===== src/rtl/mkld_pkg.sv =====
// Package for the multi-key lockout debouncer.
// Holds the key count, field widths, register map and the event encoder.
// No dependencies.
package mkld_pkg;

    localparam int NUM_KEYS   = 14;
    localparam int TIME_WIDTH = 32;
    localparam int KEY_IDX_W  = 4;
    localparam int ADDR_W     = 3;
    localparam int DATA_W     = 32;

    // register index codes, taken from paddr[2]
    localparam logic REG_LOCKOUT    = 1'b0;
    localparam logic REG_ACTIVE_LOW = 1'b1;

    localparam logic [TIME_WIDTH-1:0] LOCKOUT_RESET = TIME_WIDTH'(3000100);

    typedef logic [NUM_KEYS-1:0]   t_keys;
    typedef logic [TIME_WIDTH-1:0] t_time;
    typedef logic [KEY_IDX_W-1:0]  t_key_idx;

    typedef struct packed {
        t_time lockout_ticks;
        logic  active_low;
    } t_cfg;

    // lowest set key in a mask
    function automatic t_key_idx lowest_key(input t_keys mask);
        t_key_idx idx;
        idx = '0;
        for (int i = NUM_KEYS - 1; i >= 0; i--) begin
            if (mask[i]) begin
                idx = KEY_IDX_W'(i);
            end
        end
        return idx;
    endfunction

endpackage


===== src/rtl/mkld_cfg.sv =====
// Configuration registers of the debouncer on an APB-style port.
// Depends on mkld_pkg for the register map and the t_cfg struct.
module mkld_cfg (
    input  logic                          i_clk,
    input  logic                          i_rst_n,
    input  logic                          psel,
    input  logic                          penable,
    input  logic                          pwrite,
    input  logic [mkld_pkg::ADDR_W-1:0]   paddr,
    input  logic [mkld_pkg::DATA_W-1:0]   pwdata,
    output logic [mkld_pkg::DATA_W-1:0]   prdata,
    output logic                          pready,
    output mkld_pkg::t_cfg                o_cfg
);
    import mkld_pkg::*;

    t_time r_lockout, n_lockout;
    logic  r_active_low, n_active_low;
    logic  wr_en;

    assign pready = 1'b1;
    assign wr_en  = psel && penable && pwrite;

    // decode the write
    always_comb begin
        n_lockout    = r_lockout;
        n_active_low = r_active_low;
        if (wr_en) begin
            case (paddr[2])
                REG_LOCKOUT:    n_lockout    = pwdata[TIME_WIDTH-1:0];
                REG_ACTIVE_LOW: n_active_low = pwdata[0];
                default: ;
            endcase
        end
    end

    // hold the registers
    always_ff @(posedge i_clk) begin
        if (!i_rst_n) begin
            r_lockout    <= LOCKOUT_RESET;
            r_active_low <= 1'b1;
        end else begin
            r_lockout    <= n_lockout;
            r_active_low <= n_active_low;
        end
    end

    // return the addressed register
    always_comb begin
        case (paddr[2])
            REG_LOCKOUT:    prdata = DATA_W'(r_lockout);
            REG_ACTIVE_LOW: prdata = DATA_W'(r_active_low);
            default:        prdata = '0;
        endcase
    end

    assign o_cfg.lockout_ticks = r_lockout;
    assign o_cfg.active_low    = r_active_low;

endmodule


===== src/rtl/mkld_lane.sv =====
// One key lane: edge test against the lockout window and the key's time stamp.
// Depends on mkld_pkg for the time width.
module mkld_lane (
    input  logic            i_clk,
    input  logic            i_rst_n,
    input  logic            i_accept,
    input  logic            i_level,
    input  logic            i_prev,
    input  mkld_pkg::t_time i_now,
    input  mkld_pkg::t_time i_lockout,
    output logic            o_fire
);
    import mkld_pkg::*;

    t_time r_stamp, n_stamp;
    t_time elapsed;

    // wrapped elapsed time of a down-counting timer
    assign elapsed = r_stamp - i_now;
    assign o_fire  = (i_level ^ i_prev) && (elapsed >= i_lockout);

    // refresh the stamp on an accepted edge
    always_comb begin
        n_stamp = r_stamp;
        if (i_accept && o_fire) begin
            n_stamp = i_now;
        end
    end

    always_ff @(posedge i_clk) begin
        if (!i_rst_n) begin
            r_stamp <= '0;
        end else begin
            r_stamp <= n_stamp;
        end
    end

endmodule


===== src/rtl/mkld_merge.sv =====
// Merging stage: holds the fired-key mask and sends one event word per key,
// lowest key first. Depends on mkld_pkg for the key types and encoder.
module mkld_merge (
    input  logic               i_clk,
    input  logic               i_rst_n,
    input  logic               i_load,
    input  mkld_pkg::t_keys    i_mask,
    input  mkld_pkg::t_keys    i_levels,
    input  logic               i_stall,
    output logic               o_valid,
    output mkld_pkg::t_key_idx o_key_id,
    output logic               o_pressed,
    output logic               o_last_event,
    output logic               o_busy
);
    import mkld_pkg::*;

    t_keys r_mask, n_mask;
    t_keys r_levels;
    t_keys rest;
    logic  pop;

    assign o_valid      = |r_mask;
    assign o_key_id     = lowest_key(r_mask);
    assign o_pressed    = r_levels[o_key_id];
    assign rest         = r_mask & (r_mask - t_keys'(1));
    assign o_last_event = (rest == '0);
    assign pop          = o_valid && !i_stall;
    // busy until the final word of the held mask leaves
    assign o_busy       = o_valid && !(pop && o_last_event);

    // load a new mask or drop the lowest key
    always_comb begin
        n_mask = r_mask;
        if (i_load) begin
            n_mask = i_mask;
        end else if (pop) begin
            n_mask = rest;
        end
    end

    always_ff @(posedge i_clk) begin
        if (!i_rst_n) begin
            r_mask <= '0;
        end else begin
            r_mask <= n_mask;
        end
    end

    // hold the sample levels for the press flags
    always_ff @(posedge i_clk) begin
        if (i_load) begin
            r_levels <= i_levels;
        end
    end

endmodule


===== src/rtl/multi_key_lockout_debouncer.sv =====
// Multi-key lockout debouncer, top level.
// The first event word of a sample is valid in the cycle after the sample is accepted.
// Throughput: one event word per cycle while i_stall is low; the merging stage sends the keys
// one at a time and stalls input until the last event word of a sample leaves.
// Reset: synchronous, active low; clears previous levels, stamps and pending events,
// and loads lockout_ticks = 3000100 and active_low = 1.
module multi_key_lockout_debouncer (
    input  logic                          i_clk,
    input  logic                          i_rst_n,
    input  logic                          i_valid,
    output logic                          o_stall,
    input  logic [13:0]                   i_key_levels,
    input  logic [31:0]                   i_time_now,
    output logic                          o_valid,
    input  logic                          i_stall,
    output logic [3:0]                    o_key_id,
    output logic                          o_pressed,
    output logic                          o_last_event,
    input  logic                          psel,
    input  logic                          penable,
    input  logic                          pwrite,
    input  logic [mkld_pkg::ADDR_W-1:0]   paddr,
    input  logic [mkld_pkg::DATA_W-1:0]   pwdata,
    output logic [mkld_pkg::DATA_W-1:0]   prdata,
    output logic                          pready
);
    import mkld_pkg::*;

    t_cfg  cfg;
    t_keys r_prev;
    t_keys levels;
    t_keys fire;
    logic  in_accept;
    logic  busy;

    mkld_cfg u_cfg (
        .i_clk   (i_clk),
        .i_rst_n (i_rst_n),
        .psel    (psel),
        .penable (penable),
        .pwrite  (pwrite),
        .paddr   (paddr),
        .pwdata  (pwdata),
        .prdata  (prdata),
        .pready  (pready),
        .o_cfg   (cfg)
    );

    // normalize so a pressed key reads 1
    assign levels    = t_keys'(i_key_levels) ^ {NUM_KEYS{cfg.active_low}};
    assign o_stall   = busy;
    assign in_accept = i_valid && !busy;

    // one lane per key
    for (genvar k = 0; k < NUM_KEYS; k++) begin : g_lane
        mkld_lane u_lane (
            .i_clk     (i_clk),
            .i_rst_n   (i_rst_n),
            .i_accept  (in_accept),
            .i_level   (levels[k]),
            .i_prev    (r_prev[k]),
            .i_now     (t_time'(i_time_now)),
            .i_lockout (cfg.lockout_ticks),
            .o_fire    (fire[k])
        );
    end

    // store the levels of every accepted sample
    always_ff @(posedge i_clk) begin
        if (!i_rst_n) begin
            r_prev <= '0;
        end else if (in_accept) begin
            r_prev <= levels;
        end
    end

    mkld_merge u_merge (
        .i_clk        (i_clk),
        .i_rst_n      (i_rst_n),
        .i_load       (in_accept),
        .i_mask       (fire),
        .i_levels     (levels),
        .i_stall      (i_stall),
        .o_valid      (o_valid),
        .o_key_id     (o_key_id),
        .o_pressed    (o_pressed),
        .o_last_event (o_last_event),
        .o_busy       (busy)
    );

endmodule


===== config.mk =====
export PLATFORM = sky130hd
export DESIGN_NAME = multi_key_lockout_debouncer
export DESIGN_NICKNAME = d
export VERILOG_FILES = /design/src/rtl/mkld_pkg.sv /design/src/rtl/mkld_cfg.sv /design/src/rtl/mkld_lane.sv /design/src/rtl/mkld_merge.sv /design/src/rtl/multi_key_lockout_debouncer.sv
export SDC_FILE = /design/constraint.sdc
export NUM_CORES = 2
export LEC_CHECK = 0
export BUFFER_PORTS_ARGS = -buffer_cell sky130_fd_sc_hd__buf_2
export CAP_MARGIN = 20
export CORE_ASPECT_RATIO = 1.4
export CORE_MARGIN = 4
export CORE_UTILIZATION = 30
export CTS_CLUSTER_DIAMETER = 80
export DETAILED_ROUTE_END_ITERATION = 12
export GPL_TIMING_DRIVEN = 0
export SLEW_MARGIN = 20
export SYNTH_ARGS = -nofsm -noshare
export SYNTH_HDL_FRONTEND = slang
export SYNTH_HIERARCHICAL = 1
export SYNTH_SLANG_ARGS = --single-unit

===== constraint.sdc =====
create_clock -name i_clk -period 6.5 [get_ports i_clk]
set_input_delay 0.975 -clock i_clk [delete_from_list [all_inputs] [get_ports i_clk]]
set_output_delay 0.975 -clock i_clk [all_outputs]
set_load 0.03 [all_outputs]

=== Yosys cells after proc, flatten, opt, wreduce, memory -nomap -nowiden ===
Index checks and enable logic that the tools add are counted.
W data, S select, Z words.

* Input port bits: 88
* Flip-flop bits (word level): 523

* Bitwise logic cells: 17
* Reduce and logical (&&, ||, !) cells: 42
* $add $sub $neg: 15
* Order comparisons: 15
* Multiplexer cells: 19

{| class="wikitable"
|+ Operators by type and width
! operator !! number
|-
| $ge A32 B32 Y1 || 14
|-
| $sub A32 B32 Y32 || 14
|-
| $pmux W32 S2 || 1
|-
| $mux W4 || 14
|-
| $logic_and A1 B1 Y1 || 34
|-
| $mux W14 || 2
|-
| $and A14 B14 Y14 || 1
|-
| $logic_not A14 Y1 || 1
|-
| $reduce_or A14 Y1 || 1
|-
| $sub A14 B1 Y14 const B || 1
|-
| $xor A1 B1 Y1 || 14
|-
| $xor A14 B14 Y14 || 1
|-
| $lt A4 B5 Y1 const B || 1
|-
| $bmux W1 S4 || 1
|-
| $reduce_and A2 Y1 || 2
|-
| $logic_not A1 Y1 || 3
|-
| $reduce_bool A2 Y1 || 1
|-
| $mux W1 || 1
|-
| $not A1 Y1 || 1
|}

=== Longest topological paths before layout ===
* Depth after elaboration: 16
* Mapped depth: 23
* Gate-level depth less buffers: 23

=== Modules after synthesis ===
Netlist, hierarchy kept.

{| class="wikitable"
|+ Modules (own cells, without submodules)
! module !! times used !! area an instance (µm²) !! cells an instance
|-
| mkld_lane at g_lane[10].u_lane ... || 8 || 3,427.0 || 414
|-
| mkld_lane at g_lane[0].u_lane ... || 4 || 3,856.2 || 510
|-
| mkld_lane at g_lane[8].u_lane ... || 2 || 3,986.3 || 537
|-
| mkld_cfg || 1 || 1,651.6 || 183
|-
| mkld_merge || 1 || 1,570.3 || 173
|-
| multi_key_lockout_debouncer || 1 || 650.6 || 77
|}

=== Worst setup path after synthesis ===
Ideal clock, no wire load.

* Kind: in2reg
* Start point: input port i_time_now[0]
* End point: register g_lane[0].u_lane.r_stamp[0]
* Setup time: 0.072 ns
* Arrival: 4.616 ns
* Stages: 18
* Buffers on the path: 1
* Setup slack: 1.813 ns
* Cell sequence: ha_1 -> inv_1 -> fa_1 -> a21o_1 -> a221oi_2 -> o31ai_4 -> nor4b_4 -> o31ai_4 -> a31oi_2 -> xnor2_1 -> ha_1 -> nand4_1 -> or3_1 -> nor2_1 -> nand2_1 -> o21ai_1 -> buf_4 -> mux2i_1

* Cells in the longest elaborated chain, start to end: 4

{| class="wikitable"
|+ RTL lines
! element !! line !! source
|-
| start: declaration || multi_key_lockout_debouncer.sv:13 || <nowiki>input logic [31:0] i_time_now,</nowiki>
|-
| $sub A32 B32 Y32 || mkld_lane.sv:19 || <nowiki>assign elapsed = r_stamp - i_now;</nowiki>
|-
| $ge A32 B32 Y1 || mkld_lane.sv:20 || <nowiki>assign o_fire = (i_level ^ i_prev) && (elapsed >= i_lockout);</nowiki>
|-
| $logic_and A1 B1 Y1 || mkld_lane.sv:20 ||
|-
| $logic_and A1 B1 Y1 || mkld_lane.sv:25 || <nowiki>if (i_accept && o_fire) begin</nowiki>
|-
| end signal: assignment || mkld_lane.sv:34 || <nowiki>r_stamp <= n_stamp;</nowiki>
|-
| end: declaration || mkld_lane.sv:15 || <nowiki>t_time r_stamp, n_stamp;</nowiki>
|}

Parallel ways exist; a longest one is shown, timed or not.
A chain may end at the register's enable or synchronous reset.

=== Worst setup path after layout ===
* Start point: input port i_time_now[0]
* End point: register g_lane[12].u_lane.r_stamp[5]

* Cells in the longest elaborated chain, start to end: 4

{| class="wikitable"
|+ RTL lines
! element !! line
|-
| $sub A32 B32 Y32 || mkld_lane.sv:19
|-
| $ge A32 B32 Y1 || mkld_lane.sv:20
|-
| $logic_and A1 B1 Y1 || mkld_lane.sv:20
|-
| $logic_and A1 B1 Y1 || mkld_lane.sv:25
|-
| end signal: assignment || mkld_lane.sv:34
|-
| end: declaration || mkld_lane.sv:15
|}

Every way passes these cells.

==> results.md <==
Outcome:
- The run finished with clean final reports.

CTS:
- The root buffer selected by CTS is sky130_fd_sc_hd__clkbuf_16.
- The clock input transition at the sequential cells of the worst setup and hold paths is 70 ps.
- The clock drives 523 sinks.
- CTS built an H-tree with a depth of 2.
- TritonCTS built the clock tree.
- Buffers inserted during clock tree synthesis total 57.
- In this run the post-CTS setup repair buffer count came out at 0.
- The deepest clock path buffer count is 3.
- The hold buffer count at CTS is 0.
- Once the clock tree was built, the resizer swapped 0 gates to a different size.
- The insertion delay to the later sink of the worst-skew pair is 710 ps.

Drt:
- In the routed design, unresolved DRC markers number 0.
- The final routed wirelength across all metal layers is 194000 microns.
- The remaining antenna violation count is 0.
- The detail-routed via count per cell is 5.32.
- The number of vias in the routed layout is 50900.
- The number of DRC violations after detailed-routing iteration 0 is 2940.
- The first detailed-routing pass ran for 5 iterations.
- In the final routed layout, each cell accounts on average for 20.2 microns.

Final layout:
- The area used by multi-input combinational logic is 39500 sq um.
- Of the cells placed in the final design, the portion with a size suffix greater than 1 is 7.33%.
- The layout has 19000 filler cells.
- The growth of design area from synthesis to finish is 12.3%.
- The combined flip-flop and latch cell area is 10700 sq um.
- After the last flow step, the layout net total stands at 8060.

Logic synthesis:
- In the synthesized netlist, mux cells make up 4.38% of the area.
- The fraction of synthesis flops using an asynchronous set or reset pin is 0%.
- A synthesized cell averages 7.97 sq um.
- After synthesis the netlist holds a flip-flop and latch count of 523.
- The total number of yosys warnings is 6.
- The post-synthesis share of cell area spent on and, or, nand and nor gates is 14.3%.
- The fraction of the yosys area taken by sequential cells is 19.4%.
- After synthesis, the largest family of logic cells by area is compound AO/OA/AOI/OAI gates.
- The number of unique standard cell types used by synthesis is 93.
- The share of the synthesized area in compound gates (AO/OA/AOI/OAI) is 25.8%.
- The mapped netlist covers 54700 sq um.
- The commonest register cell after synthesis is sky130_fd_sc_hd__dfxtp_1.
- Counting flops with a built-in enable in the synthesized netlist gives 14.
- The total nets after synthesis is 7843.
- Synthesis produced a netlist whose cell count is 6859.
- After Yosys synthesis, full adders, half adders and majority gates account for 20.7% of the synthesized area.
- The post-synthesis xor/xnor area fraction is 6.95%.

STA:
- For the final database, setup skew stands at 81.7 ps.
- Based on the critical path, the design can be clocked at up to 166 MHz.
- The final number of hold-violating endpoints is 0.
- The final count of pins violating max slew is 0.
- Subtracting the final worst setup slack from the clock period gives 6040 ps.
- The setup total negative slack is 0 ps.
- In this run the tightest slew margin relative to its limit is 16.9%.
- Setup repair after global routing left no endpoint under its margin.
- For the pin with the worst max-slew slack, the measured transition is 1250 ps.
- The number of endpoints failing setup at the final stage is 0.
- The post-route clock period utilization is 92.9%.

Power and ir drop:
- The share of total power dissipated in the clock network is 15.0%.
- The maximum vdd drop is 0.855 mV.
- Registers are responsible for 19.8% of the overall power.
- In this run the power density over the cells is 406 nW/um^2.
- The total internal power is 13.2 mW.
- For this design the total switching power over the nets is 11.7 mW.
- The static power due to leakage is 29.5 nW.
- The switching portion of total power is 46.8%.
- Total power for the finished layout comes to 24.9 mW.
- Combinational logic is responsible for 65.2% of the overall power.

Die:
- The die is 513 microns tall.
- Once the floorplan was initialized, standard cells occupied 30.1% of the core.
- Pin placement for this block handled 129 I/O pins.
- The area of the core is 181000 sq um.
- The die covers 189000 sq um.
- The die outline width is 369 microns.
- The initialized floorplan defines 185 standard-cell rows.

Setup path:
- STA classifies the critical path startpoint as an input pin.
- STA puts the critical path data required time at 7120 ps.
- In this design, the stage delay of the slowest critical-path cell is 820 ps.
- The largest fanout on the critical path is 28.
- The cell that appears most often on the critical path is sky130_fd_sc_hd__ha_1.
- The cell at the slowest stage of the critical path is sky130_fd_sc_hd__buf_2.
- The signal on the critical path passes through buf_2, ha_1, inv_1, fa_1, a21o_1, a221oi_2, o31ai_4, o2111ai_1, a21oi_1, a41oi_1, xnor2_1, ha_1, nand4_1, or3_1, nor2_1, nand2_1, o21ai_1, buf_4, mux2i_1.
- STA classifies the critical path endpoint as a flip-flop.
- For the worst setup path, the data arrival time is 6660 ps.
- The critical path is of the input pin to flip-flop type.

Global routing:
- The overall track demand over capacity in global routing is 19.7%.
- The global-route wire length before repair is 289000 microns.
- The via count of the first global-routing pass was 50100.
- The number of antenna violations at the first check in global routing is 6.
- The total grt overflow is 0.
- The maximum number of pins on one net before global-route repair is 51.

Placed design:
- The post-detailed-placement half-perimeter wirelength is 139000 microns.
- The final estimated routing congestion in global placement is 0.884.
- Port buffering added 124 buffers.

Flow run:
- The tool flagged a number of max-cap violations equal to 0.

Min path:
- The class of the tightest hold or removal check is flip-flop to flip-flop.
sequential cells by signal (all words and copies together), names as in the netlist:
| signal | flops |
|---|---|
| g_lane.u_lane/r_stamp | 448 |
| u_cfg/r_lockout | 32 |
| r_prev | 14 |
| u_merge/r_levels | 14 |
| u_merge/r_mask | 14 |
| u_cfg/r_active_low | 1 |
final cells by class:
cell class | instances | share of cell area, %
tap | 2431 | 4.95
sequential | 523 | 17.3
timing repair buffer | 158 | 2.49
clock buffer | 71 | 2.55
clock inverter | 36 | 0.846
antenna | 6 | 0.0244
buffer | 204 | 1.62
multi-input combinational | 5166 | 64.3
inverter | 966 | 5.90
critical path, delay by kind of cell:
kind,cells,cell delay (ps)
AO/OA/AOI/OAI,7,2170
XOR/XNOR,1,120
buffers and inverters,3,1220
adder cells (fa/ha/maj),3,1010
AND/OR/NAND/NOR,4,860
multiplexers,1,240
through the flow:
| stage | area (sq um) | hold slack [ps] | std cells | util [%] | setup slack, ps |
|---|---|---|---|---|---|
| floorplan | 54700 | 435 | 6859 | - | 1810 |
| global route | 61400 | 476 | 9556 | 33.8 | 263 |
| global placement | 58300 | 446 | 9414 | 32.2 | -127 |
| finish | 61400 | 462 | 9561 | 33.8 | 463 |
| CTS | 61400 | 465 | 9555 | 33.8 | 555 |
| detailed placement | 59300 | 454 | 9448 | 32.7 | -140 |
power by group through the flow:
stage               clock network (mW)  registers [mW]  logic (mW)
finish                            3.74            4.93        16.2
global route                      3.93            5.03        18.1
CTS                               3.83            4.92        16.1
detailed placement                   0            4.99        16.0
global placement                     0            4.99        15.6
floorplan                            0            4.76        12.4
layout by cell type, fill, tap and decap left out, drive strengths merged, types with 99 or more instances in the layout:
master and n:
dfxtp 509, buf 231, xor2 170, nand2b 110
ha 882, nor2 249, o21ai 277, inv 970
mux2i 237, nand4 109, a21o 316, clkbuf 202
xnor2 262, nand2 788, nand3 99, a21oi 537
a32o 256
cell usage after synthesis (all sizes together) (131+ instances only):
master	number	area, sq um
xor2	170	1500
nor2	249	935
mux2i	237	2370
nand2	788	2960
dfxtp	509	10200
inv	966	3630
a21o	316	2370
ha	882	11000
o21ai	277	1460
clkbuf	131	492
a32o	256	2560
xnor2	262	2290
a21oi	537	2750
kinds of logic after synthesis:
logic type / Yosys count
compound gates: 1944
buf+inv: 1170
simple gates: 1652
flops: 523
other cells: 1
mux: 239
fa+ha+maj: 898
xor+xnor: 432
final timing paths:
| path | from | end | slack [ps] | cells after the start |
|---|---|---|---|---|
| min reg2reg | g_lane[13].u_lane/r_stamp[18] | g_lane[13].u_lane/r_stamp[18] | 460 | 2 |
| max | i_time_now[0] | g_lane[12].u_lane/r_stamp[5] | 460 | 19 |
| max reg2reg | u_merge/r_mask[1] | g_lane[12].u_lane/r_stamp[5] | 1380 | 15 |
| min | g_lane[13].u_lane/r_stamp[18] | g_lane[13].u_lane/r_stamp[18] | 460 | 2 |
metal layers:
layer / track usage (%) / vias to the layer above / wire length [microns]
met5: 0 / - / 17
met4: 14.5 / 2 / 17000
met3: 2.32 / 535 / 8670
met2: 34.9 / 1312 / 92600
met1: 21.5 / 24200 / 75200
li1: - / 24800 / -
Note: power is estimated with default switching activity, not from simulation.
